### src/rtl/hrlr_pkg.sv
// Shared types, codes and helpers of the history ring log reader.
`default_nettype none
package hrlr_pkg;

  localparam logic OP_APPEND = 1'b0;
  localparam logic OP_READ   = 1'b1;

  localparam logic [4:0] REC_BASE_LEN = 5'd10;
  localparam logic [2:0] MASK_PRES    = 3'h4;
  localparam logic [2:0] MASK_HUM     = 3'h2;
  localparam logic [2:0] MASK_TEMP    = 3'h1;

  typedef enum logic [1:0] {
    KIND_ACK    = 2'd0,
    KIND_RECORD = 2'd1,
    KIND_NODATA = 2'd2
  } kind_e;

  typedef struct packed {
    logic        operation;
    logic [31:0] stamp;
    logic [2:0]  present_mask;
    logic [15:0] humidity_value;
    logic [31:0] start_entry;
    logic [4:0]  batch_count;
  } in_word_t;

  typedef struct packed {
    kind_e       result_kind;
    logic        not_wrapped;
    logic [4:0]  record_length;
    logic [31:0] entry_number;
    logic [31:0] elapsed_seconds;
    logic [2:0]  record_mask;
    logic [15:0] record_humidity;
    logic        last;
  } out_word_t;

  typedef struct packed {
    logic [31:0] stamp;
    logic [2:0]  mask;
    logic [15:0] humidity;
  } rec_t;

  typedef struct packed {
    logic append;
    logic rd_start;
    logic check;
    logic nodata;
    logic read;
    logic prime;
    logic emit;
    logic advance;
  } cmd_t;

  typedef struct packed {
    logic mod_done;
    logic reject;
    logic stop;
  } status_t;

  function automatic logic [4:0] rec_len(input logic [2:0] m);
    logic [1:0] n;
    n = 2'((m & MASK_TEMP) != 3'h0) + 2'((m & MASK_HUM) != 3'h0)
      + 2'((m & MASK_PRES) != 3'h0);
    return REC_BASE_LEN + {2'b00, n, 1'b0};
  endfunction

endpackage
`default_nettype wire

### src/rtl/hrlr_ctrl.sv
// Controller state machine that sequences appends and history reads.
`default_nettype none
module hrlr_ctrl import hrlr_pkg::*; (
  input  wire logic    clk_i,
  input  wire logic    rst_ni,
  input  wire logic    start_i,
  input  wire logic    operation_i,
  input  wire status_t status_i,
  output cmd_t         cmd_o,
  output logic         busy_o
);

  typedef enum logic [2:0] {
    ST_IDLE,
    ST_DIVIDE,
    ST_CHECK,
    ST_PRIME,
    ST_EMIT
  } state_e;

  state_e state_q, state_d;
  cmd_t   cmd;

  always_comb begin
    cmd     = '0;
    state_d = state_q;
    case (state_q)
      ST_IDLE: begin
        if (start_i) begin
          if (operation_i == OP_APPEND) begin
            cmd.append = 1'b1;
          end else begin
            cmd.rd_start = 1'b1;
            state_d      = ST_DIVIDE;
          end
        end
      end
      ST_DIVIDE: begin
        if (status_i.mod_done) begin
          state_d = ST_CHECK;
        end
      end
      ST_CHECK: begin
        cmd.check = 1'b1;
        if (status_i.reject) begin
          cmd.nodata = 1'b1;
          state_d    = ST_IDLE;
        end else begin
          cmd.read = 1'b1;
          state_d  = ST_PRIME;
        end
      end
      ST_PRIME: begin
        cmd.prime = 1'b1;
        cmd.read  = 1'b1;
        state_d   = ST_EMIT;
      end
      ST_EMIT: begin
        cmd.emit = 1'b1;
        if (status_i.stop) begin
          state_d = ST_IDLE;
        end else begin
          cmd.advance = 1'b1;
          cmd.read    = 1'b1;
        end
      end
      default: begin
        state_d = ST_IDLE;
      end
    endcase
  end

  always_ff @(posedge clk_i or negedge rst_ni) begin
    if (!rst_ni) begin
      state_q <= ST_IDLE;
    end else begin
      state_q <= state_d;
    end
  end

  assign cmd_o  = cmd;
  assign busy_o = (state_q != ST_IDLE);

endmodule
`default_nettype wire

### config.mk
export PLATFORM = sky130hd
export DESIGN_NAME = hrlr_ctrl
export DESIGN_NICKNAME = d
export VERILOG_FILES = /design/src/rtl/hrlr_pkg.sv /design/src/rtl/hrlr_ctrl.sv
export SDC_FILE = /design/constraint.sdc
export NUM_CORES = 1
export LEC_CHECK = 0
export ABC_AREA = 1
export ABC_CLOCK_PERIOD_IN_PS = 2430
export BUFFER_PORTS_ARGS = -buffer_cell sky130_fd_sc_hd__buf_4
export CORE_AREA = 2 2 39 41
export CTS_CLUSTER_SIZE = 16
export DETAILED_ROUTE_END_ITERATION = 6
export DIE_AREA = 0 0 41 43
export PLACE_DENSITY = 0.54
export SYNTH_ARGS = -nofsm -noshare
export SYNTH_HDL_FRONTEND = slang
export SYNTH_SLANG_ARGS = --single-unit
### constraint.sdc
create_clock -name clk_i -period 2.43 [get_ports clk_i]
set_clock_uncertainty 0.2 [all_clocks]
set_input_delay 0.1215 -clock clk_i [delete_from_list [all_inputs] [get_ports clk_i]]
set_output_delay 0.1215 -clock clk_i [all_outputs]
set_load 0.01 [all_outputs]
-- Word level (Yosys, flattened, before mapping)
Cells that the tools add are included.
W data, S select, Z words.
- shift-type cells: 0
- reduce and logical (&&, ||, !) cells: 3
- eq/ne operators: 8
- div/mod/pow operators: 0
- bitwise gates (word level): 0
- $add $sub $neg: 0
- order comparisons: 0
- mux-type cells: 17
- $mul: 0
- operators by type and width (operator ; number):
    $pmux W3 S5 ; 1
    $mux W3 ; 4
    $mux W2 ; 5
    $ne A2 B2 Y1 const B ; 4
    $eq A3 B2 Y1 const B ; 2
    $mux W1 ; 6
    $reduce_and A4 Y1 ; 1
    $eq A3 B1 Y1 const B ; 1
    $eq A3 B3 Y1 const B ; 1
    $logic_not A3 Y1 ; 1
    $pmux W1 S3 ; 1
    $reduce_bool A3 Y1 ; 1
- output and inout bits: 9
- logic and storage cells: 29
- memory bits (read-only): 0
- flip-flop bits (word level): 3
- latch bits: 0
- input bits: 7
- memory bits (writable): 0
- memories: 0

-- Longest topological paths before layout
Gate-level depths: netlist (run 1).
- word-level depth: 3
- depth in mapped cells: 6
- depth with buffers taken out: 5

-- Worst setup path after synthesis (run 1)
No wires, ideal clock.
- path type: register to output
- start: register state_q[0]
- end: output cmd_o[7] in the netlist's numbering
- data required time: 2109 ps
- buffers on the path: 1
- arrival time: 928 ps
- setup slack: 1181 ps
- cell stages (with the launch flop): 5
- cell sequence: dfrtp_1 -> buf_6 -> nor2_4 -> nand2_4 -> nor3b_2
- RTL lines (element ; line ; text):
    from (decl) ; hrlr_ctrl.sv:21 ; state_e state_q, state_d;
    from (signal assigned) ; hrlr_ctrl.sv:77 ; state_q <= state_d;
    to (decl) ; hrlr_ctrl.sv:9 ; output cmd_t cmd_o,

==> results by group, run 1 <==
Critical path
  • Worst R2R Path Depth: 4
  • Startpoint Class: flop
  • RR Startpoint: state_q[0]
  • Critical path capture point type: primary output
  • Delay-heaviest family, CP: flip-flops
  • Worst setup path end: cmd_o[7]
  • Reg2reg setup slack: between 1 and 1.5 ns
  • Slowest stage cell, crit path: dfrtp_1
  • Worst Path Max Fanout: 8
  • Max incr delay on CP: between 0.4 and 0.5 ns
  • CP required: about 2.1 ns
  • Buf+Inv Stages, Crit Path: 1
  • Crit Path Class: flop to primary output
  • Critical R2R Capture: state_q[0]
  • Setup crit start: state_q[0]
  • Cell chain of the critical path: nor2_4 -> nand2_4 -> nor3b_2 -> buf_4
  • CP Depth: 4
  • Arrival time worst endpoint: between 1 and 1.5 ns

Layout
  • N_diodes: 0
  • Layout cell share with drive strength beyond 1: between 40% and 50%
  • Layout area overhead: 60.0%
  • Max FFs per register: 3
  • Biggest register: state_q
  • Design Area, Final: 420 sq um
  • Final nets: 64
  • Post-layout util: just over 30%
  • Top flop regs: state_q (3)

Yosys
  • Mapped Avg Cell Area: roughly 7 sq um
  • Mux contribution to synthesized area: 0%
  • Syn Inst Count: 37
  • Register bit total from synthesis: 3
  • Main combinational cell family by area after synthesis: simple AND/OR/NAND/NOR gates
  • Syn nets: 44
  • Syn. warnings: 0
  • Post-synthesis xor/xnor area fraction: 0%
  • Post-Synth Adder-Cell Area: 0%
  • Seq/Total Area, Yosys: between 20 and 30%
  • Post-Syn Area: roughly 260 sq um
  • Synth Area in Simple Gates: between 40% and 50%
  • Compound-Gate Fraction of Synth Area: under 10%
  • Library cells used by synthesis: 15

Timing
  • Final setup fails: 0
  • Final Hold Fails: 0
  • Fmax: around 0.64 GHz
  • Final setup TNS: 0 ns
  • Crit share post-route: 64.7%
  • RSZ-0062 raised after global routing: no
  • Fin crit period: between 1.5 and 2 ns
  • Slew headroom: between 80% and 90%
  • Hold_ws: between 0.004 and 0.005 ns
  • Worst-margin pin slew: between 0.2 and 0.3 ns
  • Final slew viol count: 0

Global routing
  • Gr ovfl total: 0
  • Overall routing resource usage: 8.45%
  • Initial antenna violation count: 0
  • Number of global-route vias before repair: about 240
  • Largest net degree at the start of global routing: 9
  • First-pass GRT wire length: 938 um

Status
  • Run status: completed

Clocking
  • H-tree level count: 1
  • CTS tree: built
  • Num CTS Buffers: 3
  • PostCTS Resize Cnt: 0
  • Clock transition at the registers of the reported paths: roughly 0.040 ns
  • Clock buffer depth: 2
  • Insertion delay to the later sink of the worst-skew pair: between 0.2 and 0.25 ns
  • Total clock sinks: 3
  • CTS Root Cell: clkbuf_4

Place
  • Placed cell area: 384 sq um
  • Gpl congestion: ~0.71
  • Port buffer count: 15
  • DP HPWL: 490 um

Worst hold path
  • Hold Path Class: primary input to flop
  • Hold path depth: 4

Power
  • Maximum VDD drop: about 350 uV
  • Power Dens Cells: 1090 nW/um^2
  • Leak pwr: between 0.2 and 0.3 nW

Routing
  • Routed WL: between 600 and 700 um
  • Routed Antenna Nets: 0
  • Residual DRC count: 0
  • Via count: ~300
  • DRT iter0 DRCs: 10
  • Post-DR vias/cell: between 4 and 5
  • Drt pass-1 iters: 4
  • WL/cell: between 8 and 9 um

Flow run
  • Max_cap viols: 0

Floorplan
  • Die X: 41 um
  • Die area: 1760 sq um
  • Starting Density: a little under a fifth
  • CORE AREA: around 1400 sq um
  • Ports: 16
  • Site Rows: 14
  • Die Ht: 43 um
-- per-stage QoR --
step                      power (W)  std cells  setup slack (ns)
after global routing       0.000512         72             0.749
after CTS                  0.000470         72             0.838
after floorplan            0.000295         37              1.18
after global placement     0.000370         67              1.12
final                      0.000459         72             0.858
after detailed placement   0.000374         67              1.10
-- power by group --
group | switching [W] | total [W] | internal (W) | leakage (nW)
logic | 0.000136 | 0.000261 | 0.000125 | 0.206
registers | 0.0000397 | 0.000110 | 0.0000701 | 0.0389
clock network | 0.0000265 | 0.0000880 | 0.0000616 | 0.0150
-- synth_stat cells --
cell type  instances  area [sq um]
buf_6              1          11.3
dfrtp_1            3          75.1
inv_1              8          30.0
inv_2              2          7.51
nand2_1            5          18.8
nand2_4            1          11.3
nand3_1            6          30.0
nand3_2            1          10.0
nand4_1            1          6.26
nor2_1             3          11.3
nor2_4             1          11.3
nor3_1             2          10.0
nor3b_2            1          12.5
nor4_1             1          6.26
o21bai_2           1          11.3
-- logic make-up after synthesis --
family / Yosys count
simple gates: 22
buf+inv: 11
flops: 3
compound gates: 1
-- repair_timing --
action	in CTS	in global routing
setup buffers	0	0
hold buffers	1	0
hold endpoints to repair	3	0
-- metal layers --
| layer | vias to the layer above | wire [um] | GRT usage, % |
|---|---|---|---|
| met5 | - | 0 | 0 |
| met4 | 0 | 0 | 2.00 |
| met3 | 0 | 79 | 7.85 |
| met2 | 18 | 265 | 10.3 |
| met1 | 125 | 266 | 10.7 |
| li1 | 156 | - | - |
-- final cells by class --
class	count	area [sq um]
Inverter	10	37.5
Timing Repair Buffer	16	123
Multi-Input combinational cell	23	139
Clock buffer	4	26.3
Tap cell	16	20.0
Fill cell	168	963
Sequential cell	3	75.1
-- cell usage in the layout (no fill, tap or decap) --
cell type      count
nand2_4            1
o21bai_2           1
nor2_1             3
nor4_1             1
dfrtp_1            3
clkbuf_4           3
nand3_2            1
nor3b_2            1
clkbuf_1           1
inv_2              2
inv_1              8
nand4_1            1
buf_4             15
nor2_4             1
nor3_1             2
dlygate4sd3_1      1
nand3_1            6
nand2_1            5
-- tightest hold or removal path: cells and delay by family --
kind | cells | cell delay, ns
simple gates | 2 | 0.16
buf+inv | 2 | 0.11
-- how the worst min path moves through the flow --
| stage | startpoint | to | slack, ns |
|---|---|---|---|
| 3_5_place_dp | rst_ni | state_q[2] | -0.29 |
| 6_report | status_i[0] | state_q[2] | 0.004 |
| 4_1_cts | rst_ni | state_q[2] | 0.003 |
| 5_1_grt | rst_ni | state_q[0] | 0.01 |
| 2_1_floorplan | rst_ni | state_q[0] | -0.37 |
| 3_3_place_gp | rst_ni | state_q[2] | -0.29 |
Power figures use the tool's default switching activity.
==> run 2: changes to the inputs <==
--- a/config.mk
+++ b/config.mk
@@ -6,7 +6,7 @@
 export NUM_CORES = 1
 export LEC_CHECK = 0
 export ABC_AREA = 1
-export ABC_CLOCK_PERIOD_IN_PS = 2430
+export ABC_CLOCK_PERIOD_IN_PS = 1600
 export BUFFER_PORTS_ARGS = -buffer_cell sky130_fd_sc_hd__buf_4
 export CORE_AREA = 2 2 39 41
 export CTS_CLUSTER_SIZE = 16
==> constraint.sdc (replaced) <==
create_clock -name clk_i -period 1.6 [get_ports clk_i]
set_clock_uncertainty 0.2 [all_clocks]
set_input_delay 0.08 -clock clk_i [delete_from_list [all_inputs] [get_ports clk_i]]
set_output_delay 0.08 -clock clk_i [all_outputs]
set_load 0.01 [all_outputs]
==> run 2 against run 1 <==
Net effect:
- worst setup slack worse by 0.75 ns
- worst hold slack better by 0.043 ns
- sequential power rose by 55%
- sequential share of layout area shrank 0.58 points
- largest power group unchanged
==> results by group, run 2 (same netlist as run 1, synthesis figures left out) <==
Status
  • Run status: completed (unchanged)

Global routing
  • Gr ovfl total: 0 (unchanged)
  • Largest net degree at the start of global routing: 9 (unchanged)
  • First-pass GRT wire length: 1000 um (was 938 um)
  • Overall routing resource usage: 8.95% (was 8.45%)
  • Number of global-route vias before repair: 255 (was 242)
  • Initial antenna violation count: 0 (unchanged)

Power
  • Leak pwr: 0.268 nW (was 0.260 nW)
  • Switching pwr: 0.000308 W (was 0.000203 W)
  • Clock power frac: 19.1% (was 19.2%)
  • Comb pwr share: 56.8% (was 56.9%)
  • Power Dens Cells: 1590 nW/um^2 (was 1090 nW/um^2)
  • Pint: 0.000394 W (was 0.000256 W)
  • Switch share: 43.9% (was 44.1%)
  • Maximum VDD drop: 519 uV (was 345 uV)
  • Seq pwr share: 24.2% (was 23.9%)

Worst hold path
  • Hold Path Class: primary input to flop (unchanged)

Layout
  • Top flop regs: state_q (3) (unchanged)
  • Commonest non-fill, non-tap cells in the layout: buf_4 (15), inv_1 (8), nand3_1 (6) (unchanged)
  • Layout area overhead: 68.1% (was 60.0%)
  • Final nets: 66 (was 64)
  • Most common cell after layout, fill and taps aside: buf_4 (unchanged)
  • Max FFs per register: 3 (unchanged)
  • Design Area, Final: 442 sq um (was 420 sq um)
  • N_diodes: 0 (unchanged)
  • Biggest register: state_q (unchanged)
  • Layout cell share with drive strength beyond 1: 44.8% (was 44.6%)
  • Fillcell total: 166 (was 168)

Timing
  • Final slew viol count: 0 (unchanged)
  • RSZ-0062 raised after global routing: no (unchanged)
  • Fin crit period: around 1.5 ns
  • Worst-margin pin slew: 0.254 ns (was 0.289 ns)
  • Slew headroom: 82.9% (was 80.7%)
  • Fmax: between 0.6 and 0.7 GHz
  • Final setup fails: 0 (unchanged)
  • Hold_ws: 0.0471 ns (was 0.00416 ns)
  • Crit share post-route: just over 90%
  • Final Hold Fails: 0 (unchanged)
  • Final setup TNS: 0 ns (unchanged)

Place
  • Port buffer count: 15 (unchanged)
  • DP HPWL: 490 um (unchanged)
  • Placed cell area: 384 sq um (unchanged)
  • Gpl congestion: 0.711 (unchanged)

Critical path
  • Critical path capture point type: primary output (unchanged)
  • Reg2reg setup slack: 0.37 ns (was 1.16 ns)
  • Setup crit start: state_q[1] (was state_q[0])
  • Worst Path Max Fanout: 5 (was 8)
  • CP required: 1.32 ns (was 2.11 ns)
  • Arrival time worst endpoint: 1.21 ns (was 1.25 ns)
  • RR Startpoint: state_q[1] (was state_q[0])
  • Crit Path Class: flop to primary output (unchanged)
  • Critical R2R Capture: state_q[0] (unchanged)
  • Startpoint Class: flop (unchanged)
  • Worst setup path end: cmd_o[7] (unchanged)
  • Worst R2R Path Depth: 4 (unchanged)

Routing
  • Routed WL: 623 um (was 610 um)
  • Drt pass-1 iters: 4 (unchanged)
  • Via count: 298 (was 299)
  • Residual DRC count: 0 (unchanged)
  • Post-DR vias/cell: 4.03 (was 4.15)
  • Routed Antenna Nets: 0 (unchanged)
  • WL/cell: 8.42 um (was 8.47 um)
  • DRT iter0 DRCs: 4 (was 10)

Floorplan
  • Site Rows: 14 (unchanged)
  • Ports: 16 (unchanged)
  • CORE AREA: 1380 sq um (unchanged)
  • Die Ht: 43 um (unchanged)
  • Starting Density: 19.0% (unchanged)
  • Die X: 41 um (unchanged)
  • Die area: 1760 sq um (unchanged)

Clocking
  • Num CTS Buffers: 3 (unchanged)
  • H-tree level count: 1 (unchanged)
  • CTS Root Cell: clkbuf_4 (unchanged)
  • Clock buffer depth: 2 (unchanged)
  • Insertion delay to the later sink of the worst-skew pair: 0.23 ns (about the same)
  • Setup bufs post-CTS: 0 (unchanged)
  • Total clock sinks: 3 (unchanged)
  • CTS tree: built (unchanged)
  • Clock transition at the registers of the reported paths: 0.04 ns (about the same)

Flow run
  • Max_cap viols: 0 (unchanged)
==> run 2: cell types whose count changed in the layout (fill, tap and decap cells not counted) <==
cell	previous run	this run
dfrtp_1	3	2
dlygate4sd3_1	1	3
dfrtp_2	0	1
==> run 2: worst min-delay path by stage <==
stage / start / end / slack (ns) / cells past startpoint
after floorplan: rst_ni / state_q[0] / -0.42 / 0
after global placement: rst_ni / state_q[2] / -0.33 / 1
after detailed placement: rst_ni / state_q[2] / -0.33 / 1
after CTS: status_i[2] / state_q[1] / 0.04 / 5
after global routing: status_i[1] / state_q[1] / 0.08 / 6
final: status_i[2] / state_q[1] / 0.05 / 5
==> run 2: per-stage QoR <==
stage | power (W) | util [%] | worst slack [ns] | cells
6_report | 0.000702 | 31.9 | 0.109 | 74
5_1_grt | 0.000784 | 31.9 | 0.00918 | 74
4_1_cts | 0.000718 | 31.8 | 0.0500 | 74
3_5_place_dp | 0.000569 | 27.8 | 0.315 | 67
3_3_place_gp | 0.000562 | 27.8 | 0.329 | 67
2_1_floorplan | 0.000448 | - | 0.392 | 37
==> run 2: critical path, stage by stage (launching register included) <==
cell and delay (ns):
dfrtp_1 0.44, nor2_4 0.18, nand2_4 0.08, nor3b_2 0.15
buf_4 0.14
==> run 2: layout make-up <==
| class | count | area [sq um] | share of cell area [%] |
|---|---|---|---|
| inverters | 10 | 37.5 | 8.50 |
| well taps | 16 | 20.0 | 4.53 |
| clock buffers | 4 | 26.3 | 5.95 |
| repair buffers | 18 | 143 | 32.3 |
| multi-input cells | 23 | 139 | 31.4 |
| flip-flops and latches | 3 | 76.3 | 17.3 |
==> run 2: what timing repair did <==
action	CTS	global route
setup endpoints to repair	0	2
hold buffers	3	0
hold endpoints to repair	4	0
resized for setup	0	1
==> run 2: metal layers <==
layer / share of wire (%) / wire length [um] / vias up / GRT usage, %
li1: - / - / 160 / -
met1: 45 / 279 / 126 / 11.7
met2: 44 / 272 / 12 / 10.9
met3: 11 / 71 / 0 / 7.85
met4: 0 / 0 / 0 / 2.00
met5: 0 / 0 / - / 0
==> run 2: power groups by stage <==
stage | Combinational (W) | Sequential, W | Clock (W)
floorplan | 0.000312 | 0.000136 | 0
global placement | 0.000395 | 0.000166 | 0
detailed placement | 0.000400 | 0.000169 | 0
CTS | 0.000407 | 0.000168 | 0.000143
global route | 0.000453 | 0.000178 | 0.000153
finish | 0.000398 | 0.000170 | 0.000134
==> run 3: changes to the inputs <==
--- a/config.mk
+++ b/config.mk
@@ -5,14 +5,13 @@
 export SDC_FILE = /design/constraint.sdc
 export NUM_CORES = 1
 export LEC_CHECK = 0
-export ABC_AREA = 1
 export ABC_CLOCK_PERIOD_IN_PS = 1600
 export BUFFER_PORTS_ARGS = -buffer_cell sky130_fd_sc_hd__buf_4
 export CORE_AREA = 2 2 39 41
 export CTS_CLUSTER_SIZE = 16
 export DETAILED_ROUTE_END_ITERATION = 6
 export DIE_AREA = 0 0 41 43
-export PLACE_DENSITY = 0.54
+export PLACE_DENSITY = 0.51
 export SYNTH_ARGS = -nofsm -noshare
 export SYNTH_HDL_FRONTEND = slang
 export SYNTH_SLANG_ARGS = --single-unit
==> run 3 against run 2 <==
Net effect:
- the run now ends with hold timing, setup timing left
- power decreased by 2.1%
- critical endpoint is now cmd_o[3]
- critical path type unchanged
- clock power is essentially flat
- critical path depth is 1 lower
- routed wire length grew 0.64%
- highest routed layer unchanged
==> results by group, run 3 <==
Status
  • Run status: finished, violations left (was completed)
  • Failing checks: hold timing, setup timing

Layout
  • Final nets: 60 (was 66)
  • N_diodes: 0 (unchanged)
  • Design Area, Final: 489 sq um (was 442 sq um)
  • Most common cell after layout, fill and taps aside: buf_4 (unchanged)
  • Top flop regs: state_q (3) (unchanged)
  • Fillcell total: 148 (was 166)
  • Post-layout util: 35.4% (was 31.9%)
  • Layout area overhead: 111% (was 68.1%)
  • Multi-input gate area: 153 sq um (was 139 sq um)
  • Biggest register: state_q (unchanged)
  • Register Area: 76.3 sq um (unchanged)
  • Commonest non-fill, non-tap cells in the layout: buf_4 (18), dlygate4sd3_1 (6), clkbuf_4 (3) (was buf_4 (15), inv_1 (8), nand3_1 (6))
  • Layout cell share with drive strength beyond 1: 59.6% (was 44.8%)
  • Final Non-Filler Cells: 68 (was 74)
  • Max FFs per register: 3 (unchanged)

Place
  • Placed cell area: 368 sq um (was 384 sq um)
  • Post-place setup slack: 0.156 ns (was 0.315 ns)
  • Cells after DPL: 56 (was 67)
  • Port buffer count: 15 (unchanged)
  • Gpl congestion: 0.667 (was 0.711)
  • DP HPWL: 455 um (was 490 um)

Clocking
  • Insertion delay to the later sink of the worst-skew pair: 0.24 ns (was 0.23 ns)
  • Post-CTS Hold Buffers: 6 (was 3)
  • Clock buffer depth: 2 (unchanged)
  • CTS Root Cell: clkbuf_4 (unchanged)
  • H-tree level count: 1 (unchanged)
  • Total clock sinks: 3 (unchanged)
  • Clock transition at the registers of the reported paths: 0.04 ns (about the same)
  • CTS tree: built (unchanged)
  • Num CTS Buffers: 3 (unchanged)

Yosys
  • Post-Syn Area: 231 sq um (was 263 sq um)
  • Compound-Gate Fraction of Synth Area: 8.65% (was 4.29%)
  • Library cells used by synthesis: 19 (was 15)
  • Syn nets: 31 (was 44)
  • Register bit total from synthesis: 3 (unchanged)
  • Syn. warnings: 0 (unchanged)
  • Ys async rst share: 100% (unchanged)
  • Main combinational cell family by area after synthesis: simple AND/OR/NAND/NOR gates (unchanged)
  • Mapped Avg Cell Area: 9.64 sq um (was 7.10 sq um)
  • Primary FF master, synth: dfrtp_1 (unchanged)
  • Synth Area in Simple Gates: 50.8% (was 48.6%)
  • Post-synthesis xor/xnor area fraction: 0% (unchanged)
  • Top-area cell type share of the netlist area: 32.4% (was 28.6%)
  • Syn Inst Count: 24 (was 37)
  • Most numerous cell in the Yosys netlist: dfrtp_1 (was inv_1)
  • Number of flops mapped to enable cells by yosys: 0 (unchanged)
  • Post-Synth Adder-Cell Area: 0% (unchanged)
  • Synth area leader: dfrtp_1 (unchanged)
  • Area contributors post-synth: dfrtp_1 (32%), or3b_1 (7.6%), nor3b_1 (6.5%) (was dfrtp_1 (29%), nand3_1 (11%), inv_1 (11%))
  • Mux contribution to synthesized area: 0% (unchanged)
  • Synth cell count leaders: dfrtp_1 (3), nand2b_1 (2), nor3b_1 (2), or3b_1 (2) (was inv_1 (8), nand3_1 (6), nand2_1 (5), dfrtp_1 (3), nor2_1 (3))
  • Seq/Total Area, Yosys: 32.4% (was 28.6%)

Critical path
  • Reg2reg setup slack: 0.10 ns (was 0.37 ns)
  • RR Startpoint: state_q[1] (unchanged)
  • Critical path capture point type: primary output (unchanged)
  • Worst R2R Path Depth: 4 (unchanged)
  • Startpoint Class: flop (unchanged)
  • Worst setup path end: cmd_o[3] (was cmd_o[7])
  • Critical R2R Capture: state_q[0] (unchanged)
  • Crit Path Class: flop to primary output (unchanged)
  • Arrival time worst endpoint: 1.38 ns (was 1.21 ns)
  • Worst Path Max Fanout: 4 (was 5)
  • Setup crit start: state_q[1] (unchanged)
  • CP required: 1.32 ns (about the same)

Routing
  • Post-DR vias/cell: 4.12 (was 4.03)
  • WL/cell: 9.22 um (was 8.42 um)
  • Routed Antenna Nets: 0 (unchanged)
  • Residual DRC count: 0 (unchanged)
  • Via count: 280 (was 298)
  • Routed WL: 627 um (was 623 um)
  • DRT iter0 DRCs: 2 (was 4)
  • Drt pass-1 iters: 2 (was 4)

Floorplan
  • Die X: 41 um (unchanged)
  • Site Rows: 14 (unchanged)
  • CORE AREA: 1380 sq um (unchanged)
  • Starting Density: 16.7% (was 19.0%)
  • Ports: 16 (unchanged)
  • Die Ht: 43 um (unchanged)
  • Die area: 1760 sq um (unchanged)

Global routing
  • Number of global-route vias before repair: 225 (was 255)
  • Initial antenna violation count: 0 (unchanged)
  • First-pass GRT wire length: 848 um (was 1000 um)
  • Largest net degree at the start of global routing: 9 (unchanged)
  • Overall routing resource usage: 7.55% (was 8.95%)
  • Gr ovfl total: 0 (unchanged)

Timing
  • Crit share post-route: 104% (was 93.2%)
  • Final setup fails: 2 (was 0)
  • Worst Slack Setup Final: -0.0593 ns (was 0.109 ns)
  • RSZ-0062 raised after global routing: yes (was no)
  • Fmax: 0.603 GHz (was 0.671 GHz)
  • Hold_ws: -0.0514 ns (was 0.0471 ns)
  • Final slew viol count: 0 (unchanged)
  • Final Hold Fails: 1 (was 0)
  • Slew headroom: 88.2% (was 82.9%)
  • Fin crit period: 1.66 ns (was 1.49 ns)
  • Worst-margin pin slew: 0.176 ns (was 0.254 ns)

Power
  • Power Dens Cells: 1400 nW/um^2 (was 1590 nW/um^2)
  • Switch share: 36.2% (was 43.9%)
  • Leak pwr: 0.247 nW (was 0.268 nW)
  • Seq pwr share: 20.5% (was 24.2%)
  • Switching pwr: 0.000249 W (was 0.000308 W)
  • Comb pwr share: 59.7% (was 56.8%)
  • Maximum VDD drop: 565 uV (was 519 uV)
  • Clock power frac: 19.9% (was 19.1%)
  • Pint: 0.000438 W (was 0.000394 W)

Worst hold path
  • Hold Path Class: primary input to flop (unchanged)

Flow run
  • Max_cap viols: 0 (unchanged)
[run 3: cell types whose count changed in the layout (fill, tap and decap cells not counted), sizes merged, moves of 3 or more]
cell / previous run / this run
inv: 10 / 2
nand2: 6 / 0
nand3: 7 / 0
nor2: 4 / 1
buf: 15 / 19
dlygate4sd3: 3 / 6
[run 3: cell families (layout without fill, tap and decap cells)]
group | after synthesis | in the layout
simple gates | 15 | 15
compound gates | 3 | 3
flops | 3 | 3
buf+inv | 3 | 31
[run 3: routing by layer]
metal,part of all wire [%],track usage (%),vias to the layer above
met1,45,10.0,125
met3,7.7,4.71,0
met4,0,4.00,0
li1,-,-,144
met5,0,0,-
met2,47,9.06,11
[run 3: worst min-delay path by stage]
stage,end,depth (start not counted),from,slack [ns]
floorplan,state_q[0],0,rst_ni,-0.42
global placement,state_q[2],1,rst_ni,-0.33
detailed placement,state_q[1],1,rst_ni,-0.33
CTS,state_q[2],3,status_i[0],-0.05
global route,state_q[2],3,status_i[0],-0.04
finish,state_q[2],3,status_i[0],-0.05
[run 3: power by group through the flow]
stage	Sequential [W]	Combinational, W	Clock, W
global route	0.000148	0.000444	0.000156
detailed placement	0.000141	0.000350	0
CTS	0.000135	0.000399	0.000145
floorplan	0.000131	0.000204	0
global placement	0.000140	0.000352	0
finish	0.000141	0.000410	0.000137
[run 3: cell type report]
cell class,count,share of cell area [%]
Tap cell,16,4.09
Multi-Input combinational cell,18,31.2
Timing Repair Buffer,25,42.2
Inverter,2,1.53
Clock buffer,4,5.37
Sequential cell,3,15.6
[run 3: metrics by stage]
step	setup TNS, ns	power [W]	hold slack (ns)
floorplan	0	0.000335	-0.416
global placement	0	0.000491	-0.328
detailed placement	0	0.000491	-0.329
CTS	-0.166	0.000679	-0.0486
global route	-0.314	0.000747	-0.0405
finish	-0.0837	0.000687	-0.0514
[run 3: repair_timing]
item | in CTS | in global routing
resized for setup | 1 | 4
endpoints found under the setup margin | 3 | 4
pin swaps | 1 | 0
setup buffers | 2 | 0
hold endpoints to repair | 6 | 1
[run 3: critical path: stages (launching register included)]
cell and delay [ns]:
dfrtp_1 0.40, or4b_4 0.55, o21ai_2 0.07, buf_4 0.12
